==> src/rtl/core/stepper_ramp_pulse_generator_unit_macros.svh <==
// Assertion helpers used by the top-level design file.
`ifndef STEPPER_RAMP_PULSE_GENERATOR_UNIT_MACROS_SVH
`define STEPPER_RAMP_PULSE_GENERATOR_UNIT_MACROS_SVH

// Same-cycle implication.
`define SRPG_ASSERT_IMP(label, clk, rst, ante, cons) \
   label: assert property (@(posedge clk) disable iff (rst) (ante) |-> (cons)) \
      else $error("srpg: implication check failed");

// Next-cycle implication.
`define SRPG_ASSERT_NXT(label, clk, rst, ante, cons) \
   label: assert property (@(posedge clk) disable iff (rst) (ante) |=> (cons)) \
      else $error("srpg: next-cycle check failed");

`endif

==> src/rtl/core/srpg_conv.sv <==
// Bit-serial distance to step count: mm / d, then q*s and r*s, then (r*s) / d.
module srpg_conv #(
   parameter int unsigned STEP_COUNT_BITS = 24
) (
   input  logic                       clock,
   input  logic                       reset,
   input  logic                       start,
   input  logic [15:0]                distance_mm,
   input  logic [15:0]                steps_per_rev,
   input  logic [15:0]                mm_per_rev,
   output logic                       done,
   output logic [STEP_COUNT_BITS-1:0] steps
);

   localparam logic [2:0] C_IDLE = 3'd0;
   localparam logic [2:0] C_DIV1 = 3'd1;
   localparam logic [2:0] C_MUL  = 3'd2;
   localparam logic [2:0] C_DIV2 = 3'd3;
   localparam logic [2:0] C_SUM  = 3'd4;

   localparam logic [4:0] HALF_LAST = 5'd15;
   localparam logic [4:0] FULL_LAST = 5'd31;

   logic [2:0]  st_ff, st_in;
   logic [4:0]  cnt_ff, cnt_in;
   logic [15:0] d_ff, d_in;
   logic [15:0] s_ff, s_in;
   logic [16:0] rem_ff, rem_in;
   logic [31:0] dv_ff, dv_in;
   logic [31:0] p1_ff, p1_in;
   logic [31:0] p2_ff, p2_in;
   logic        done_ff, done_in;
   logic [STEP_COUNT_BITS-1:0] steps_ff, steps_in;

   logic [16:0] sh_rem;
   logic        ge;
   logic [16:0] step_rem;
   logic [31:0] step_dv;
   logic [32:0] sum_w;

   assign sh_rem   = {rem_ff[15:0], dv_ff[31]};
   assign ge       = sh_rem >= {1'b0, d_ff};
   assign step_rem = ge ? (sh_rem - {1'b0, d_ff}) : sh_rem;
   assign step_dv  = {dv_ff[30:0], ge};
   assign sum_w    = {1'b0, p1_ff} + {1'b0, dv_ff};

   always_comb begin
      st_in    = st_ff;
      cnt_in   = cnt_ff;
      d_in     = d_ff;
      s_in     = s_ff;
      rem_in   = rem_ff;
      dv_in    = dv_ff;
      p1_in    = p1_ff;
      p2_in    = p2_ff;
      steps_in = steps_ff;
      done_in  = 1'b0;
      case (st_ff)
         C_IDLE: begin
            if (start) begin
               d_in   = (mm_per_rev == 16'd0) ? 16'd1 : mm_per_rev;
               s_in   = steps_per_rev;
               dv_in  = {distance_mm, 16'd0};
               rem_in = '0;
               p1_in  = '0;
               p2_in  = '0;
               cnt_in = '0;
               st_in  = C_DIV1;
            end
         end
         C_DIV1: begin
            rem_in = step_rem;
            dv_in  = step_dv;
            cnt_in = cnt_ff + 5'd1;
            if (cnt_ff == HALF_LAST) begin
               cnt_in = '0;
               st_in  = C_MUL;
            end
         end
         C_MUL: begin
            p1_in  = {p1_ff[30:0], 1'b0} + (s_ff[15] ? {16'd0, dv_ff[15:0]} : 32'd0);
            p2_in  = {p2_ff[30:0], 1'b0} + (s_ff[15] ? {16'd0, rem_ff[15:0]} : 32'd0);
            s_in   = {s_ff[14:0], 1'b0};
            cnt_in = cnt_ff + 5'd1;
            if (cnt_ff == HALF_LAST) begin
               dv_in  = p2_in;
               rem_in = '0;
               cnt_in = '0;
               st_in  = C_DIV2;
            end
         end
         C_DIV2: begin
            rem_in = step_rem;
            dv_in  = step_dv;
            cnt_in = cnt_ff + 5'd1;
            if (cnt_ff == FULL_LAST) begin
               cnt_in = '0;
               st_in  = C_SUM;
            end
         end
         C_SUM: begin
            if ((sum_w >> STEP_COUNT_BITS) != 33'd0) begin
               steps_in = '1;
            end else begin
               steps_in = sum_w[STEP_COUNT_BITS-1:0];
            end
            done_in = 1'b1;
            st_in   = C_IDLE;
         end
         default: begin
            st_in = C_IDLE;
         end
      endcase
   end

   always_ff @(posedge clock) begin
      if (reset) begin
         st_ff   <= C_IDLE;
         cnt_ff  <= '0;
         done_ff <= 1'b0;
      end else begin
         st_ff   <= st_in;
         cnt_ff  <= cnt_in;
         done_ff <= done_in;
      end
      d_ff     <= d_in;
      s_ff     <= s_in;
      rem_ff   <= rem_in;
      dv_ff    <= dv_in;
      p1_ff    <= p1_in;
      p2_ff    <= p2_in;
      steps_ff <= steps_in;
   end

   assign done  = done_ff;
   assign steps = steps_ff;

endmodule
==> config.mk <==
export PLATFORM = sky130hd
export DESIGN_NAME = srpg_conv
export DESIGN_NICKNAME = d
export VERILOG_FILES = /design/src/rtl/core/stepper_ramp_pulse_generator_unit_macros.svh /design/src/rtl/core/srpg_conv.sv
export SDC_FILE = /design/constraint.sdc
export NUM_CORES = 1
export LEC_CHECK = 0
export CORE_MARGIN = 10
export CORE_UTILIZATION = 59
export CTS_CLUSTER_DIAMETER = 120
export DETAILED_ROUTE_END_ITERATION = 12
export DONT_BUFFER_PORTS = 1
export PLACE_DENSITY = 0.76
export SYNTH_ARGS = -nofsm -noshare
export SYNTH_HDL_FRONTEND = slang
export SYNTH_SLANG_ARGS = --single-unit
==> constraint.sdc <==
create_clock -name clock -period 11.4 [get_ports clock]
set_input_delay 2.28 -clock clock [delete_from_list [all_inputs] [get_ports clock]]
set_output_delay 2.28 -clock clock [all_outputs]
set_load 0.005 [all_outputs]
== Word level (Yosys, flattened, before mapping) ==
Cells that the tools add are included.

* Register bits after elaboration: 176
* Bits of input ports: 51
* Output and inout port bits: 25
* Word-level logic and storage cells: 63

* Add/subtract/negate cells: 5
* $lt $le $gt $ge: 1
* Equal/unequal tests: 10
* Muxes and demuxes: 24
* Reduce and logical (&&, ||, !) cells: 13

{| class="wikitable"
|+ Operators with widths
! cell !! count
|-
| $mux W16 || 6
|-
| $mux W32 || 3
|-
| $pmux W32 S3 || 1
|-
| $add A32 B16 Y32 || 2
|-
| $pmux W32 S2 || 1
|-
| $pmux W31 S2 || 1
|-
| $pmux W16 S3 || 1
|-
| $add A32 B32 Y33 || 1
|-
| $reduce_bool A33 Y1 || 1
|-
| $pmux W16 S2 || 1
|-
| $ge A17 B16 Y1 || 1
|-
| $logic_not A16 Y1 || 1
|-
| $sub A16 B16 Y16 || 1
|-
| $mux W5 || 3
|-
| $pmux W5 S3 || 1
|-
| $mux W3 || 4
|-
| $pmux W3 S4 || 1
|-
| $ne A2 B2 Y1 const B || 4
|-
| $eq A3 B2 Y1 const B || 2
|-
| $reduce_and A2 Y1 || 3
|-
| $reduce_bool A3 Y1 || 2
|-
| $add A5 B1 Y5 const B || 1
|-
| $eq A5 B4 Y1 const B || 1
|-
| $eq A5 B5 Y1 const B || 1
|-
| 8 further kinds || 9
|}

== Logic depth before layout (Yosys ltp) ==
* Depth in word-level cells: 4
* Mapped depth: 12
* Gate-level depth less buffers: 11

== Worst setup path after synthesis ==
Ideal clock, no wire load.

* Kind: input to register
* Start point: input start
* End point: register dv_ff[0] (enable)
* Setup time: 0.470 ns
* Data arrival time: 4.771 ns
* Data required time: 10.930 ns
* Setup slack: 6.160 ns
* Stages on the path: 2
* Buffers on the path: 0
* Cell sequence: o31ai_1 -> a21oi_1

* Cells in the longest elaborated chain, start to end: 2

{| class="wikitable"
|+ RTL lines
! item !! RTL line !! text
|-
| start, declared || srpg_conv.sv:7 || <nowiki>input logic start,</nowiki>
|-
| $ne A2 B2 Y1 (no line) || -- ||
|-
| $reduce_and A3 Y1 (no line) || -- ||
|-
| end signal, assigned || srpg_conv.sv:129 || <nowiki>dv_ff <= dv_in;</nowiki>
|-
| end, declared || srpg_conv.sv:29 || <nowiki>logic [31:0] dv_ff, dv_in;</nowiki>
|}

No other way between the ends.
A chain may end at the register's enable or synchronous reset.

== Worst setup path in the final report ==
* Start point: register dv_ff[0]
* End point: register steps_ff[9], in the netlist steps[9] (data pin)

* Cells in the longest elaborated chain, start to end: 2

{| class="wikitable"
|+ RTL lines
! item !! RTL line !! text
|-
| $add A32 B32 Y33 * || srpg_conv.sv:45 || <nowiki>assign sum_w = {1'b0, p1_ff} + {1'b0, dv_ff};</nowiki>
|-
| $reduce_bool A33 Y1 || srpg_conv.sv:102 || <nowiki>if ((sum_w >> STEP_COUNT_BITS) != 33'd0) begin</nowiki>
|-
| end signal, assigned || srpg_conv.sv:132 || <nowiki>steps_ff <= steps_in;</nowiki>
|-
| end, declared || srpg_conv.sv:33 || <nowiki>logic [STEP_COUNT_BITS-1:0] steps_ff, steps_in;</nowiki>
|}

Mark *: on every way between the ends. The rest lies on a longest branch, timed or not.

==> impl_metrics.py <==
metrics = {
    "routing": {
        "wl_per_cell_um": 17.2,
        "drc": 0,
        "drt_iter0_markers": 766,
        "routed_wl_mm": 24.8,
        "vias": 8844,
        "firstDrtPassIters": 6,
        "ant_nets": 0,
        "vias_per_cell": 6.13,
    },
    "sta": {
        "worstMarginPinSlew_ns": 1.15,
        "rsz0062_at_grt": "false",
        "max_freq_mhz": 256,
        "slew_violations": 0,
        "period_share_pct": 34.3,
        "hold_violations": 0,
        "setup_tns_ns": 0,
        "final.setup.worst_slack_ns": 7.49,
        "skew_ns": 0.0131,
        "setup_viol_count_final": 0,
        "relSlewSlack_pct": 23.4,
        "layout_min_cycle_time_ns": 3.91,
    },
    "critical_path": {
        "critPathMaxFanout": 24,
        "crit_path_start_kind": "register",
        "cp-end-kind": "register",
        "required_ns": 11.55,
        "crit_arrival_ns": 4.06,
        "crit_type": "reg2reg",
    },
    "synth": {
        "seq_area_frac_synth_pct": 43.8,
        "netlist_area_mm2": 0.0119,
        "syn_inst": 1197,
        "synth_edf_count": 167,
        "ys_seq_elements": 176,
        "syn_area_per_cell_um2": 9.91,
        "yosys_warnings": 0,
        "ys_types": 73,
        "synthArstFlopShare_pct": 0,
        "synth_nets": 1334,
        "synth_ff_type": "edfxtp_1",
    },
    "placement": {
        "place_hpwl_mm": 18.1,
        "gp_congestion": 0.889,
        "dpl_worst_slack_ns": 7.07,
        "place.port_buffers": 0,
        "dpl_cell_area_mm2": 0.0120,
    },
    "power": {
        "p_total_w": 0.00181,
        "leakagePower_nw": 5.06,
        "p_per_area_mw_per_mm2": 144,
        "ir_drop_v": 0.000192,
    },
    "cells_and_area": {
        "final_common_cell": "edfxtp_1",
        "area_growth_syn_to_layout_pct": 6.33,
        "final_area_mm2": 0.0126,
        "drive_above_1_share_pct": 6.97,
        "nets": 1301,
        "diodes": 0,
        "final_cell_mix": "edfxtp_1, nand2_1, nor2_1, a21oi_1, ha_1",
    },
    "die": {
        "fp.coreArea_mm2": 0.0196,
        "ios": 76,
        "die_area_mm2": 0.0262,
        "fp.dieW_um": 162,
        "start_util_pct": 60.5,
        "rows": 51,
        "die_h_um": 162,
    },
    "clocking": {
        "worstSkewPairLatency_ns": 0.44,
        "cts_buffers": 17,
        "cts_resized": 0,
        "htreeDepth": 4,
        "cts_tree": "done",
        "cts_sinks": 176,
        "postCtsHoldBufs": 0,
        "clk_pin_slew_ns": 0.08,
        "post-cts-setup-buffers": 0,
        "cts-root-buf": "clkbuf_16",
        "cts_buffer_depth": 2,
    },
    "global_routing": {
        "grt-ovfl-total": 0,
        "grt_pass1_vias": 8422,
        "antenna_found_initial": 0,
        "grt_max_degree": 80,
        "track_usage_pct": 18.8,
        "grt_first_pass_wirelength_mm": 41.0,
    },
    "job": {
        "max-cap-violations": 0,
    },
    "min_path": {
        "hold_path_class": "reg2reg",
    },
    "status": {
        "status": "completed",
    },
}
## critical path, cell delays in order, from the launching register on
cell and delay, ns:
edfxtp_1 0.44, ha_1 0.28, fa_1 0.43, a211oi_1 0.34, nor4_1 0.09, or2_1 0.30, o211ai_1 0.35, a211oi_1 0.15
or3_1 0.38, a22oi_4 0.68, nand4_2 0.17
## state kept, by name, summed over array words and instances, names as in the netlist
register and count:
rem_ff 16, p2_ff 31, s_ff 16, cnt_ff 5, dv_ff 32, p1_ff 32, d_ff 16, done 1
st_ff 3, steps 24
## cells in the mapped netlist, drive strengths merged, types with 11 or more instances
cell,instances,share of area [%]
edfxtp,167,42
nand2,123,3.9
nor2,106,3.4
a21oi,84,3.6
ha,82,8.6
o21ai,49,2.1
clkbuf,46,1.5
and2,44,2.3
inv,44,1.4
xnor2,43,3.2
a21o,33,2.1
nand3,31,1.4
nand4,29,2.6
xor2,29,2.1
nor3,26,1.1
and3,24,1.3
a211oi,19,1.2
o21a,18,1.1
mux2i,17,1.4
nor4,12,0.76
a221o,11,0.93
a31oi,11,0.58
buf,11,0.72
nor2b,11,0.58
or2,11,0.58
## power by group
group | switching (W) | internal, W
logic | 0.000251 | 0.000162
clock network | 0.000288 | 0.000317
registers | 0.0000377 | 0.000757
## metrics by stage
| step | cells | hold slack, ns | util [%] |
|---|---|---|---|
| after global routing | 1442 | 0.524 | 64.4 |
| after CTS | 1442 | 0.500 | 64.4 |
| final | 1442 | 0.500 | 64.4 |
| after detailed placement | 1410 | 0.485 | 61.3 |
| after global placement | 1410 | 0.463 | 61.3 |
| after floorplan | 1197 | 0.454 | - |
## per-layer routing
metal	wire [um]	GRT usage, %	vias up
met4	421	6.08	0
met5	0	0	-
met3	1510	3.72	34
met1	11600	24.9	4188
met2	11300	30.4	250
li1	-	-	4372
## path summary, 6_finish.rpt
kind               endpoint  cells past startpoint  slack (ns)      start
setup / recovery   steps[9]                     10        7.49   dv_ff[0]
hold / removal    cnt_ff[3]                      2        0.50  cnt_ff[3]
setup reg to reg   steps[9]                     10        7.49   dv_ff[0]
hold reg to reg   cnt_ff[3]                      2        0.50  cnt_ff[3]
## cell type report
| class | instances | area (um^2) |
|---|---|---|
| tap | 265 | 332 |
| clock inverter | 15 | 184 |
| sequential | 176 | 5190 |
| multi-input combinational | 920 | 6270 |
| clock buffer | 17 | 425 |
| timing repair buffer | 5 | 37.5 |
| inverter | 44 | 165 |
| fill | 1549 | 6980 |
## cell families after synthesis
group / after synthesis / share of synthesized area (%)
simple gates: 449 / 19.8
compound gates: 296 / 16.8
flops: 176 / 43.8
buf+inv: 101 / 3.57
fa+ha+maj: 86 / 9.32
xor+xnor: 72 / 5.32
mux: 17 / 1.43
No activity file was read; power rests on OpenSTA's default activity.
